--- config.mk ---
export PLATFORM = sky130hd
export DESIGN_NAME = postfix_expression_evaluator
export DESIGN_NICKNAME = d
export VERILOG_FILES = /design/src/rtl/rpn_pkg.sv /design/src/rtl/rpn_alu.sv /design/src/rtl/rpn_seq.sv /design/src/rtl/postfix_expression_evaluator.sv
export SDC_FILE = /design/constraint.sdc
export NUM_CORES = 2
export LEC_CHECK = 0
export BUFFER_PORTS_ARGS = -buffer_cell sky130_fd_sc_hd__buf_2
export CAP_MARGIN = 20
export CORE_ASPECT_RATIO = 0.6
export CORE_UTILIZATION = 49
export CTS_BUF_LIST = sky130_fd_sc_hd__clkbuf_8
export DETAILED_ROUTE_END_ITERATION = 6
export HOLD_SLACK_MARGIN = 0.05
export SETUP_SLACK_MARGIN = 0.3
export SYNTH_ARGS = -nofsm -noshare
export SYNTH_HDL_FRONTEND = slang
export SYNTH_SLANG_ARGS = --single-unit
--- constraint.sdc ---
create_clock -name clk_i -period 27.8 [get_ports clk_i]
set_clock_uncertainty 0.15 [all_clocks]
set_input_delay 1.39 -clock clk_i [delete_from_list [all_inputs] [get_ports clk_i]]
set_output_delay 1.39 -clock clk_i [all_outputs]
set_load 0.02 [all_outputs]
--- src/rtl/rpn_pkg.sv ---
`default_nettype none

package rpn_pkg;

  localparam int STACK_DEPTH = 32;
  localparam int VAR_COUNT   = 32;
  localparam int DATA_W      = 32;
  localparam int IDX_W       = 5;

  // The stack pointer has to hold the depth itself, the address only the entries.
  localparam int SP_W   = $clog2(STACK_DEPTH + 1);
  localparam int ADDR_W = $clog2(STACK_DEPTH);
  localparam int VA_W   = (VAR_COUNT > 1) ? $clog2(VAR_COUNT) : 1;
  localparam int CNT_W  = $clog2(DATA_W);

  typedef enum logic [1:0] {
    ACT_LOAD       = 2'd0,
    ACT_PUSH_CONST = 2'd1,
    ACT_PUSH_VAR   = 2'd2,
    ACT_APPLY      = 2'd3
  } action_e;

  typedef enum logic [1:0] {
    OP_ADD = 2'd0,
    OP_SUB = 2'd1,
    OP_MUL = 2'd2,
    OP_DIV = 2'd3
  } op_e;

  typedef enum logic [1:0] {
    ST_OK    = 2'd0,
    ST_UNDER = 2'd1,
    ST_OVER  = 2'd2,
    ST_DIVZ  = 2'd3
  } status_e;

  typedef enum logic [2:0] {
    S_IDLE,
    S_FETCH,
    S_CALC,
    S_WAIT,
    S_EMIT
  } seq_state_e;

  typedef enum logic [1:0] {
    A_IDLE,
    A_DIV,
    A_FIN
  } alu_state_e;

  typedef struct packed {
    action_e                    action;
    logic [IDX_W-1:0]           var_index;
    logic signed [DATA_W-1:0]   operand_value;
    op_e                        operator_code;
    logic                       last;
  } in_t;

  typedef struct packed {
    logic signed [DATA_W-1:0] result_value;
    status_e                  status;
  } out_t;

  typedef struct packed {
    logic              start;
    op_e               op;
    logic [DATA_W-1:0] a;
    logic [DATA_W-1:0] b;
  } alu_req_t;

  typedef struct packed {
    logic              done;
    logic [DATA_W-1:0] result;
  } alu_rsp_t;

  typedef struct packed {
    logic valid;
    out_t data;
  } emit_t;

endpackage

`default_nettype wire

--- src/rtl/rpn_alu.sv ---
`default_nettype none

module rpn_alu
  import rpn_pkg::*;
(
  input  wire logic     clk_i,
  input  wire logic     rst_ni,
  input  wire alu_req_t req_i,
  output alu_rsp_t      rsp_o
);

  alu_state_e state_q, state_d;

  logic [CNT_W-1:0]  cnt_q, cnt_d;
  logic [DATA_W-1:0] dvd_q, dvd_d;
  logic [DATA_W-1:0] rem_q, rem_d;
  logic [DATA_W-1:0] dsr_q, dsr_d;
  logic              neg_q, neg_d;
  logic [DATA_W-1:0] res_q, res_d;
  logic              done_q, done_d;

  logic [DATA_W-1:0] mag_a, mag_b, simple_res;
  logic [DATA_W:0]   rem_sh, diff;
  logic              is_div, div_by_zero;

  assign mag_a       = req_i.a[DATA_W-1] ? (DATA_W'(0) - req_i.a) : req_i.a;
  assign mag_b       = req_i.b[DATA_W-1] ? (DATA_W'(0) - req_i.b) : req_i.b;
  assign is_div      = (req_i.op == OP_DIV);
  assign div_by_zero = (req_i.b == '0);

  always_comb begin
    case (req_i.op)
      OP_ADD:  simple_res = req_i.a + req_i.b;
      OP_SUB:  simple_res = req_i.a - req_i.b;
      OP_MUL:  simple_res = req_i.a * req_i.b;
      default: simple_res = '0;
    endcase
  end

  // One restoring step per cycle: shift in the next dividend bit, subtract if it fits.
  assign rem_sh = {rem_q, dvd_q[DATA_W-1]};
  assign diff   = rem_sh - {1'b0, dsr_q};

  always_comb begin
    state_d = state_q;
    unique case (state_q)
      A_IDLE: begin
        if (req_i.start && is_div && !div_by_zero) begin
          state_d = A_DIV;
        end
      end
      A_DIV: begin
        if (cnt_q == CNT_W'(DATA_W - 1)) begin
          state_d = A_FIN;
        end
      end
      A_FIN:   state_d = A_IDLE;
      default: state_d = A_IDLE;
    endcase
  end

  always_comb begin
    cnt_d  = cnt_q;
    dvd_d  = dvd_q;
    rem_d  = rem_q;
    dsr_d  = dsr_q;
    neg_d  = neg_q;
    res_d  = res_q;
    done_d = 1'b0;
    unique case (state_q)
      A_IDLE: begin
        if (req_i.start) begin
          if (is_div && !div_by_zero) begin
            dvd_d = mag_a;
            dsr_d = mag_b;
            rem_d = '0;
            cnt_d = '0;
            neg_d = req_i.a[DATA_W-1] ^ req_i.b[DATA_W-1];
          end else begin
            res_d  = simple_res;
            done_d = 1'b1;
          end
        end
      end
      A_DIV: begin
        cnt_d = cnt_q + CNT_W'(1);
        if (!diff[DATA_W]) begin
          rem_d = diff[DATA_W-1:0];
          dvd_d = {dvd_q[DATA_W-2:0], 1'b1};
        end else begin
          rem_d = rem_sh[DATA_W-1:0];
          dvd_d = {dvd_q[DATA_W-2:0], 1'b0};
        end
      end
      A_FIN: begin
        res_d  = neg_q ? (DATA_W'(0) - dvd_q) : dvd_q;
        done_d = 1'b1;
      end
      default: ;
    endcase
  end

  always_ff @(posedge clk_i or negedge rst_ni) begin
    if (!rst_ni) begin
      state_q <= A_IDLE;
      done_q  <= 1'b0;
    end else begin
      state_q <= state_d;
      done_q  <= done_d;
    end
  end

  always_ff @(posedge clk_i) begin
    cnt_q <= cnt_d;
    dvd_q <= dvd_d;
    rem_q <= rem_d;
    dsr_q <= dsr_d;
    neg_q <= neg_d;
    res_q <= res_d;
  end

  assign rsp_o.done   = done_q;
  assign rsp_o.result = res_q;

endmodule

`default_nettype wire

--- src/rtl/rpn_seq.sv ---
`default_nettype none

module rpn_seq
  import rpn_pkg::*;
(
  input  wire logic     clk_i,
  input  wire logic     rst_ni,
  input  wire logic     in_valid_i,
  output logic          in_stall_o,
  input  wire in_t      in_data_i,
  output alu_req_t      alu_req_o,
  input  wire alu_rsp_t alu_rsp_i,
  output emit_t         emit_o,
  input  wire logic     emit_ready_i
);

  seq_state_e state_q, state_d;

  logic [SP_W-1:0]   sp_q, sp_d;
  status_e           err_q, err_d;
  in_t               req_q;
  logic [DATA_W-1:0] top_q, top_d;

  logic [DATA_W-1:0] stk_q [STACK_DEPTH];
  logic [DATA_W-1:0] rd_a_q, rd_b_q;
  logic [DATA_W-1:0] var_q [VAR_COUNT];
  logic [VAR_COUNT-1:0] vval_q;
  logic [DATA_W-1:0] vrd_q;
  logic              vrd_ok_q;

  logic              wr_en, rd_en, vwr_en, vrd_en;
  logic [ADDR_W-1:0] wr_addr;
  logic [DATA_W-1:0] wr_data, fetch_val, push_val;
  logic              flag_en;
  status_e           flag_code;
  logic              sp_full, sp_lt2, in_acc, vin_range, do_push;
  logic [SP_W-1:0]   sp_m1, sp_m2;
  logic [VA_W-1:0]   vaddr;
  status_e           emit_status;

  assign in_stall_o = (state_q != S_IDLE);
  assign in_acc     = in_valid_i && (state_q == S_IDLE);
  assign sp_full    = (sp_q >= SP_W'(STACK_DEPTH));
  assign sp_lt2     = (sp_q < SP_W'(2));
  assign sp_m1      = sp_q - SP_W'(1);
  assign sp_m2      = sp_q - SP_W'(2);
  assign vaddr      = VA_W'(in_data_i.var_index);
  assign vin_range  = (int'(in_data_i.var_index) < VAR_COUNT);
  assign fetch_val  = vrd_ok_q ? vrd_q : '0;

  always_comb begin
    state_d = state_q;
    unique case (state_q)
      S_IDLE: begin
        if (in_valid_i) begin
          unique case (in_data_i.action)
            ACT_LOAD:       state_d = S_IDLE;
            ACT_PUSH_CONST: state_d = in_data_i.last ? S_EMIT : S_IDLE;
            ACT_PUSH_VAR:   state_d = S_FETCH;
            ACT_APPLY: begin
              if (sp_lt2) begin
                state_d = in_data_i.last ? S_EMIT : S_IDLE;
              end else begin
                state_d = S_CALC;
              end
            end
            default:        state_d = S_IDLE;
          endcase
        end
      end
      S_FETCH: state_d = req_q.last ? S_EMIT : S_IDLE;
      S_CALC:  state_d = S_WAIT;
      S_WAIT: begin
        if (alu_rsp_i.done) begin
          state_d = req_q.last ? S_EMIT : S_IDLE;
        end
      end
      S_EMIT: begin
        if (emit_ready_i) begin
          state_d = S_IDLE;
        end
      end
      default: state_d = S_IDLE;
    endcase
  end

  always_comb begin
    wr_en     = 1'b0;
    wr_addr   = sp_q[ADDR_W-1:0];
    wr_data   = '0;
    rd_en     = 1'b0;
    vwr_en    = 1'b0;
    vrd_en    = 1'b0;
    sp_d      = sp_q;
    top_d     = top_q;
    flag_en   = 1'b0;
    flag_code = ST_OK;
    do_push   = 1'b0;
    push_val  = in_data_i.operand_value;
    alu_req_o = '0;
    unique case (state_q)
      S_IDLE: begin
        if (in_valid_i) begin
          unique case (in_data_i.action)
            ACT_LOAD:       vwr_en = vin_range;
            ACT_PUSH_CONST: do_push = 1'b1;
            ACT_PUSH_VAR:   vrd_en = 1'b1;
            ACT_APPLY: begin
              if (sp_lt2) begin
                flag_en   = 1'b1;
                flag_code = ST_UNDER;
              end else begin
                rd_en = 1'b1;
              end
            end
            default: ;
          endcase
        end
      end
      S_FETCH: begin
        do_push  = 1'b1;
        push_val = fetch_val;
      end
      S_CALC: begin
        alu_req_o.start = 1'b1;
        alu_req_o.op    = req_q.operator_code;
        alu_req_o.a     = rd_a_q;
        alu_req_o.b     = rd_b_q;
      end
      S_WAIT: begin
        if (alu_rsp_i.done) begin
          wr_en   = 1'b1;
          wr_addr = sp_m2[ADDR_W-1:0];
          wr_data = alu_rsp_i.result;
          sp_d    = sp_m1;
          top_d   = alu_rsp_i.result;
          if ((req_q.operator_code == OP_DIV) && (rd_b_q == '0)) begin
            flag_en   = 1'b1;
            flag_code = ST_DIVZ;
          end
        end
      end
      S_EMIT: begin
        if (emit_ready_i) begin
          sp_d = '0;
        end
      end
      default: ;
    endcase

    // A push onto a full stack is dropped and only flags overflow.
    if (do_push) begin
      if (sp_full) begin
        flag_en   = 1'b1;
        flag_code = ST_OVER;
      end else begin
        wr_en   = 1'b1;
        wr_data = push_val;
        sp_d    = sp_q + SP_W'(1);
        top_d   = push_val;
      end
    end
  end

  // When no error was flagged, the token just finished wrote the top entry into top_q.
  assign emit_status = (err_q != ST_OK) ? err_q : ((sp_q == '0) ? ST_UNDER : ST_OK);

  always_comb begin
    emit_o.valid             = (state_q == S_EMIT);
    emit_o.data.status       = emit_status;
    emit_o.data.result_value = (emit_status == ST_OK) ? top_q : '0;
  end

  always_comb begin
    err_d = err_q;
    if ((state_q == S_EMIT) && emit_ready_i) begin
      err_d = ST_OK;
    end else if (flag_en && (err_q == ST_OK)) begin
      err_d = flag_code;
    end
  end

  always_ff @(posedge clk_i or negedge rst_ni) begin
    if (!rst_ni) begin
      state_q <= S_IDLE;
      sp_q    <= '0;
      err_q   <= ST_OK;
      vval_q  <= '0;
    end else begin
      state_q <= state_d;
      sp_q    <= sp_d;
      err_q   <= err_d;
      if (vwr_en) begin
        vval_q[vaddr] <= 1'b1;
      end
    end
  end

  always_ff @(posedge clk_i) begin
    top_q <= top_d;
    if (in_acc) begin
      req_q <= in_data_i;
    end
  end

  always_ff @(posedge clk_i) begin
    if (wr_en) begin
      stk_q[wr_addr] <= wr_data;
    end
    if (rd_en) begin
      rd_a_q <= stk_q[sp_m2[ADDR_W-1:0]];
      rd_b_q <= stk_q[sp_m1[ADDR_W-1:0]];
    end
  end

  always_ff @(posedge clk_i) begin
    if (vwr_en) begin
      var_q[vaddr] <= in_data_i.operand_value;
    end
    if (vrd_en) begin
      vrd_q    <= var_q[vaddr];
      vrd_ok_q <= vin_range && vval_q[vaddr];
    end
  end

endmodule

`default_nettype wire

--- src/rtl/postfix_expression_evaluator.sv ---
`default_nettype none

// Postfix integer expression evaluator with an operand stack and a variable store.
// Requests enter on in_valid_i / in_stall_o / in_data_i and are taken at an edge where
// valid is high and stall is low. A load request writes a variable slot; a token request
// pushes a constant or a variable, or applies add, subtract, multiply or divide to the
// two top stack entries. A token marked last produces one result on out_valid_o /
// out_stall_i / out_data_o (top of stack and status), then the stack is cleared.
// Add, subtract, multiply and divide run in the shared arithmetic unit, whose radix-2
// divider retires one quotient bit per cycle. A last token then enters the emit state,
// which hands its result to the output register once that register can take it.
// The output register lets the next request enter while a result waits; a second
// result waits in the sequencer until the receiver drops stall.
// Reset clears the stack pointer, the error status and the variable store, which then
// reads as zero; reset takes effect at once and the block is ready after it.

module postfix_expression_evaluator
  import rpn_pkg::*;
(
  input  wire logic clk_i,
  input  wire logic rst_ni,
  input  wire logic in_valid_i,
  output logic      in_stall_o,
  input  wire in_t  in_data_i,
  output logic      out_valid_o,
  input  wire logic out_stall_i,
  output out_t      out_data_o
);

  alu_req_t alu_req;
  alu_rsp_t alu_rsp;
  emit_t    emit;
  logic     emit_ready;

  logic out_valid_q;
  out_t out_q;

  rpn_seq u_seq (
    .clk_i        (clk_i),
    .rst_ni       (rst_ni),
    .in_valid_i   (in_valid_i),
    .in_stall_o   (in_stall_o),
    .in_data_i    (in_data_i),
    .alu_req_o    (alu_req),
    .alu_rsp_i    (alu_rsp),
    .emit_o       (emit),
    .emit_ready_i (emit_ready)
  );

  rpn_alu u_alu (
    .clk_i  (clk_i),
    .rst_ni (rst_ni),
    .req_i  (alu_req),
    .rsp_o  (alu_rsp)
  );

  assign emit_ready = !out_valid_q || !out_stall_i;

  always_ff @(posedge clk_i or negedge rst_ni) begin
    if (!rst_ni) begin
      out_valid_q <= 1'b0;
    end else if (emit.valid && emit_ready) begin
      out_valid_q <= 1'b1;
    end else if (!out_stall_i) begin
      out_valid_q <= 1'b0;
    end
  end

  always_ff @(posedge clk_i) begin
    if (emit.valid && emit_ready) begin
      out_q <= emit.data;
    end
  end

  assign out_valid_o = out_valid_q;
  assign out_data_o  = out_q;

endmodule

`default_nettype wire

Word level (Yosys, flattened, before mapping)
Memory sizes are Yosys's and may differ from the RTL's. A register that Yosys moved wholly into a read port is not among the register bits.
Index checks and enable logic that the tools add are counted.
{"block": "op_classes", "mul": 1, "n_mux": 97, "n_reduce_logical": 31, "addsub": 10, "n_eq_ne": 23, "order_cmp": 4, "n_bitwise": 2}
{"operator": "$mux 32", "count": 19}
{"operator": "$pmux 32 s2", "count": 3}
{"operator": "$pmux 32 s3", "count": 1}
{"operator": "$sub 1x32->32 const A", "count": 3}
{"operator": "$mux 67", "count": 1}
{"operator": "$logic_not 32->1", "count": 2}
{"operator": "$mux 1", "count": 36}
{"operator": "$sub 33x32->33", "count": 1}
{"operator": "$add 32x32->32", "count": 1}
{"operator": "$mul 32x32->32", "count": 1}
{"operator": "$or 32x32->32", "count": 1}
{"operator": "$sub 32x32->32", "count": 1}
{"operator": "$mux 31", "count": 1}
{"operator": "$mux 6", "count": 4}
{"operator": "$mux 2", "count": 11}
{"operator": "$mux 5", "count": 4}
{"operator": "$mux 3", "count": 6}
{"operator": "$pmux 3 s5", "count": 1}
{"operator": "$ne 2x1->1 const B", "count": 7}
{"operator": "$eq 2x2->1 const B", "count": 6}
{"operator": "$pmux 3 s4", "count": 1}
{"operator": "$pmux 6 s2", "count": 1}
{"operator": "$reduce_and 3->1", "count": 4}
{"operator": "$logic_not 2->1", "count": 5}
{"operator": "28 further kinds", "count": 47}
{"block": "word_totals", "out_inout_bits": 36, "input_bits": 46, "ram_bits": 2048, "word_cells": 190, "reg_bits": 251, "memories": 2}
{"name": "u_seq.stk_q", "depth": 32, "width": 32, "rd": 2, "rd_clocked_by_memory_dff": 2, "wr": 1, "line_no": "rpn_seq.sv:24", "rtl": "logic [DATA_W-1:0] stk_q [STACK_DEPTH];"}
{"name": "u_seq.var_q", "depth": 32, "width": 32, "rd": 1, "rd_clocked_by_memory_dff": 1, "wr": 1, "line_no": "rpn_seq.sv:26", "rtl": "logic [DATA_W-1:0] var_q [VAR_COUNT];"}

Logic depth before layout (Yosys ltp)
{"block": "depth", "word_depth": 10, "mapped_depth": 33, "depth_no_buf": 28}

Hierarchy
From an unflattened synthesis, not the netlist that was laid out.
{"block": "hier_totals", "hier_cells": 7582, "area_unflattened_um2": 121660.4}
{"module": "rpn_seq", "cells_each": 4480, "area_per_inst_um2": 93382.1, "instances": 1, "seq_area_each_um2": 66218.5}
{"module": "rpn_alu", "cells_each": 3064, "area_per_inst_um2": 27209.8, "instances": 1, "seq_area_each_um2": 4098.9}
{"module": "postfix_expression_evaluator", "cells_each": 38, "area_per_inst_um2": 1068.5, "instances": 1, "seq_area_each_um2": 1046.0}

Worst setup path after synthesis
No wires, ideal clock.
{"block": "synth_timing", "kind": "reg2reg", "from": "register u_seq.state_q[2]", "to": "register u_alu.res_q[31], data pin", "period_less_slack_ps": 9187, "path_buffers": 6, "stages_incl_launch_ff": 32, "required_time_ps": 27380, "arrival_ps": 8767, "slack_ps": 18613, "setup_ps": 270, "path_cell_list": "dfrtp_1 clkbuf_1 nor3b_1 clkbuf_1 clkbuf_1 clkbuf_1 clkbuf_1 clkbuf_1 and3_1 fa_1 fa_1 fa_1 inv_1 fa_1 inv_1 fa_1 inv_1 fa_1 inv_1 fa_1 fa_1 ha_1 a21o_1 a21o_1 a2111oi_0 and3b_1 a311oi_1 o2bb2ai_1 o41ai_1 xnor2_1 a221oi_1 a21oi_1"}
{"block": "synth_via", "elab_chain_cells": 7, "elab_cells_between_ends": 12, "cone_classes": "add/sub (2); mul (1); eq/ne (3); mux (5); reduce/logical (1)"}
{"item": "start: declaration", "line_no": "rpn_seq.sv:17", "rtl": "seq_state_e state_q, state_d;"}
{"item": "start signal: assignment", "line_no": "rpn_seq.sv:190", "rtl": "state_q <= state_d;"}
{"item": "$eq 3x2->1 *", "line_no": "rpn_seq.sv:101", "rtl": "unique case (state_q)"}
{"item": "$mux 67 *", "line_no": "rpn_seq.sv:101"}
{"item": "$mul 32x32->32 (tied with other cells)", "line_no": "rpn_alu.sv:35", "rtl": "OP_MUL: simple_res = req_i.a * req_i.b;"}
{"item": "$pmux 32 s3 *", "line_no": "rpn_alu.sv:32", "rtl": "case (req_i.op)"}
{"item": "$mux 32 *", "line_no": "rpn_alu.sv:73", "rtl": "if (is_div && !div_by_zero) begin"}
{"item": "$mux 32 *", "line_no": "rpn_alu.sv:72", "rtl": "if (req_i.start) begin"}
{"item": "$pmux 32 s2 *", "line_no": "rpn_alu.sv:70", "rtl": "unique case (state_q)"}
{"item": "named net u_alu.res_d[31]", "line_no": "rpn_alu.sv:19", "rtl": "logic [DATA_W-1:0] res_q, res_d;"}
{"item": "end signal: assignment", "line_no": "rpn_alu.sv:119", "rtl": "res_q <= res_d;"}
{"item": "end: declaration", "line_no": "rpn_alu.sv:19"}
Mark *: on every way through the listed nets, which the timed path passes. The rest lies on a longest branch. The select of a mux whose other input is x is not followed.
A chain may end at the register's enable or synchronous reset.

Worst setup path in the final report
Same ends and word-level chain as after synthesis.

==> key figures <==
Finish
  • Multi-input gate area: 46690 µm²
  • Layout Nets: slightly above 8k
  • Area occupied by registers: between 70000 and 80000 µm²
  • Synth-to-Final Area Change: 9.895%
  • Share of cells above drive strength 1: 0.2473
  • Finished Layout Cells: roughly 11k
  • Filler cells: ~19k

Clock tree
  • CTS clock-pin slew for the worst setup and hold paths: around 0.06 ns
  • H-Tree Depth: 5
  • Hold buffers post-CTS: 0
  • Postcts setup bufs: 0
  • Total CTS buffers: ~350
  • Root Buffer: clkbuf_8
  • Maximum clock path buffer count: 4
  • Post-CTS sizing: 0
  • Sink Count: around 2.4k
  • Worst-Skew Late Latency: around 0.99 ns
  • CTS tree: done

Setup path
  • Crit-path max cell delay: just under 0.8 ns
  • Worst setup path category: flip-flop to flip-flop
  • Reg2reg setup slack: approximately 17 ns
  • Worst Path Required: roughly 28 ns
  • Critical R2R Capture: u_alu.res_q[31]$_DFFE_PP_
  • Reg2reg start: u_seq.state_q[2]$_DFFE_PN0P_
  • Arr. time, crit path: about 12 ns
  • CP delay by family, top: adder cells
  • Count of buffer and inverter cells on the critical path: 7
  • Most frequent CP cell: fa_1
  • CP endpoint kind: flip-flop
  • Crit path max-delay cell type: and2_1
  • Worst path depth: 29
  • Setup crit start kind: flip-flop
  • Crit path max fanout: 99
  • Worst-case reg-to-reg path depth: 29

Pwr
  • Pwr/cell area: about 110 nW/µm²
  • Max VDD drop: roughly 150 µV
  • Switch share: 0.3983
  • Combinational power share: 0.486
  • Pint: around 8.7 mW
  • Clk pwr share: 0.190
  • Psw: 5.758 mW
  • Sequential share of power: 0.324
  • Leakage: approximately 47 nW

Detailed routing
  • Via Count: 72.45k
  • DRC: 0
  • WL per Instance: ~34 µm
  • Routed Antenna Nets: 0
  • DR pass1 iterations: 6
  • 1st-iter DRT viols: approximately 11k
  • Via/cell ratio: about 6.6
  • Total Wirelength: 376600 µm

Flow run
  • Max-Cap Viols: 0

Worst hold path
  • Hold Path Sink: u_seq.top_q[14]$_DFF_P_
  • Hold Crit Start: u_seq.top_q[14]$_DFF_P_
  • Hold WC Path Type: flip-flop to flip-flop
  • WHS Path Cells: 1

Yosys
  • Number of synthesized flops with an enable pin: between 2k and 2.5k
  • Commonest cells post-synth: edfxtp_1, mux4_2, inv_1, nand2_1, fa_1
  • Largest area contributor in the synthesized netlist: edfxtp_1
  • Synth Instances: a little over 7k
  • Ys flop type: edfxtp_1
  • Sequential area share after synthesis: 0.5914
  • Mapped Area: between 100000 and 150000 µm²
  • Syn nets: 7909
  • Yosys top cell area share: 0.5763
  • Most numerous cell in the Yosys netlist: edfxtp_1
  • Yosys warnings: 0
  • Synth cell types: 86
  • Ys async rst share: 0.01962
  • Area contributors post-synth: edfxtp_1, mux4_2, fa_1
  • Syn_area_per_cell: roughly 17 µm²
  • Synthesized flop and latch total: about 2.4k

STA
  • Slew headroom: 0.2055
  • Setup TNS: 0 ns
  • Final setup violation count: 0
  • Slew Viols, Final: 0
  • Fin crit period: between 10 and 15 ns
  • Crit share post-route: 0.3974
  • RSZ-0062 raised after global routing: no
  • Final hold vios: 0
  • Worst slew pin tran: around 1.2 ns
  • Max Fclk: approximately 0.091 GHz

Global routing
  • Grt ovf: 0
  • Vias in the first global route: approximately 70k
  • Gr usage total: 0.3021
  • Initial antenna violation count: 18
  • Largest net degree at the start of global routing: ~130
  • First-pass GRT wire length: 532900 µm

Die
  • Number of I/O pins: just over 80
  • Core ar.: approximately 240000 µm²
  • Chip height: 386.4 µm
  • Die X-Extent: 642.7 µm
  • Starting Density: 0.4953
  • DIE AREA: 248300 µm²
  • Row cnt: 140

Place
  • Placed insts: a little over 10k
  • Post-DP HPWL: around 230000 µm
  • # port buffers: between 80 and 90
  • GPL Wtd Cong: 0.9452

Run status
  • Outcome: complete, no violations
==> metrics by stage <==
step / worst slack (ns) / utilization / hold slack (ns) / area [µm²] / power, mW
6_report: 16.75 / 0.5443 / 0.2982 / 132600 / 14.46
5_1_grt: 16.21 / 0.5442 / 0.3205 / 132600 / 15.10
4_1_cts: 16.94 / 0.5440 / 0.2974 / 132500 / 14.38
3_5_place_dp: 17.06 / 0.5172 / 0.2829 / 126000 / 11.62
3_3_place_gp: 17.20 / 0.5168 / 0.2750 / 125900 / 11.57
2_1_floorplan: 18.61 / - / 0.2681 / 120700 / 9.252
==> kinds of logic after synthesis <==
family / count (synthesis) / share of synthesized area
AO/OA/AOI/OAI: 701 / 0.03829
XOR/XNOR: 237 / 0.01749
adder cells (fa/ha/maj): 608 / 0.08855
buffers and inverters: 934 / 0.02915
flip-flops: 2395 / 0.5914
multiplexers: 1003 / 0.1776
AND/OR/NAND/NOR: 1377 / 0.05753
==> worst max-delay path by stage <==
| stage | endpoint | start | slack (ns) |
|---|---|---|---|
| floorplan | u_alu.res_q[31]$_DFFE_PP_ | u_seq.state_q[2]$_DFFE_PN0P_ | 18.61 |
| global placement | u_alu.res_q[31]$_DFFE_PP_ | u_seq.state_q[2]$_DFFE_PN0P_ | 17.20 |
| detailed placement | u_alu.res_q[31]$_DFFE_PP_ | u_seq.state_q[2]$_DFFE_PN0P_ | 17.06 |
| CTS | u_alu.res_q[31]$_DFFE_PP_ | u_seq.state_q[2]$_DFFE_PN0P_ | 16.94 |
| global route | u_alu.res_q[31]$_DFFE_PP_ | u_seq.state_q[2]$_DFFE_PN0P_ | 16.21 |
| finish | u_alu.res_q[31]$_DFFE_PP_ | u_seq.state_q[2]$_DFFE_PN0P_ | 16.75 |
==> registers in the layout (all words and copies together) (netlist names), 5 cells and up <==
signal	cells
u_seq.stk_q	1024
u_alu.dsr_q	32
u_alu.res_q	32
u_seq.var_q	1024
u_seq.sp_q	6
u_seq.rd_a_q	32
u_alu.dvd_q	32
u_seq.vval_q	32
u_seq.rd_b_q	32
u_seq.vrd_q	32
u_seq.top_q	32
u_alu.cnt_q	5
out_data_o	34
u_alu.rem_q	32
==> cell usage in the layout, fill, tap and decap left out, types with 103 or more instances in the layout <==
master,instances
nor2_1,175
and2_1,164
o21ai_0,122
buf_4,209
ha_1,196
xor2_1,103
a22oi_1,137
and3_1,250
fa_1,410
edfxtp_1,2316
mux4_2,904
inv_1,561
xnor2_1,126
clkbuf_8,381
nand2_1,441
a21oi_1,142
==> cell type report <==
type / instances / area share
inverter: 453 / 0.01282
clock buffer: 381 / 0.03954
multi-input combinational: 3926 / 0.3521
antenna: 6 / 0.0001132
timing repair buffer: 303 / 0.01677
sequential: 2395 / 0.5382
tap: 3266 / 0.03081
clock inverter: 238 / 0.009680
==> power groups by stage <==
stage | sequential [mW] | combinational [mW] | clock [mW]
2_1_floorplan | 4.64 | 4.61 | 0
3_3_place_gp | 4.74 | 6.82 | 0
3_5_place_dp | 4.75 | 6.87 | 0
4_1_cts | 4.67 | 6.92 | 2.78
5_1_grt | 4.70 | 7.47 | 2.93
6_report | 4.68 | 7.02 | 2.75
==> metal layers <==
layer | track usage | part of all wire | up-vias
met4 | 0.06560 | 0.023 | 8
met5 | 0 | 0.00095 | -
li1 | - | - | 28540
met2 | 0.4049 | 0.41 | 4856
met1 | 0.4885 | 0.44 | 38470
met3 | 0.08324 | 0.13 | 585
Power figures use the tool's default switching activity.
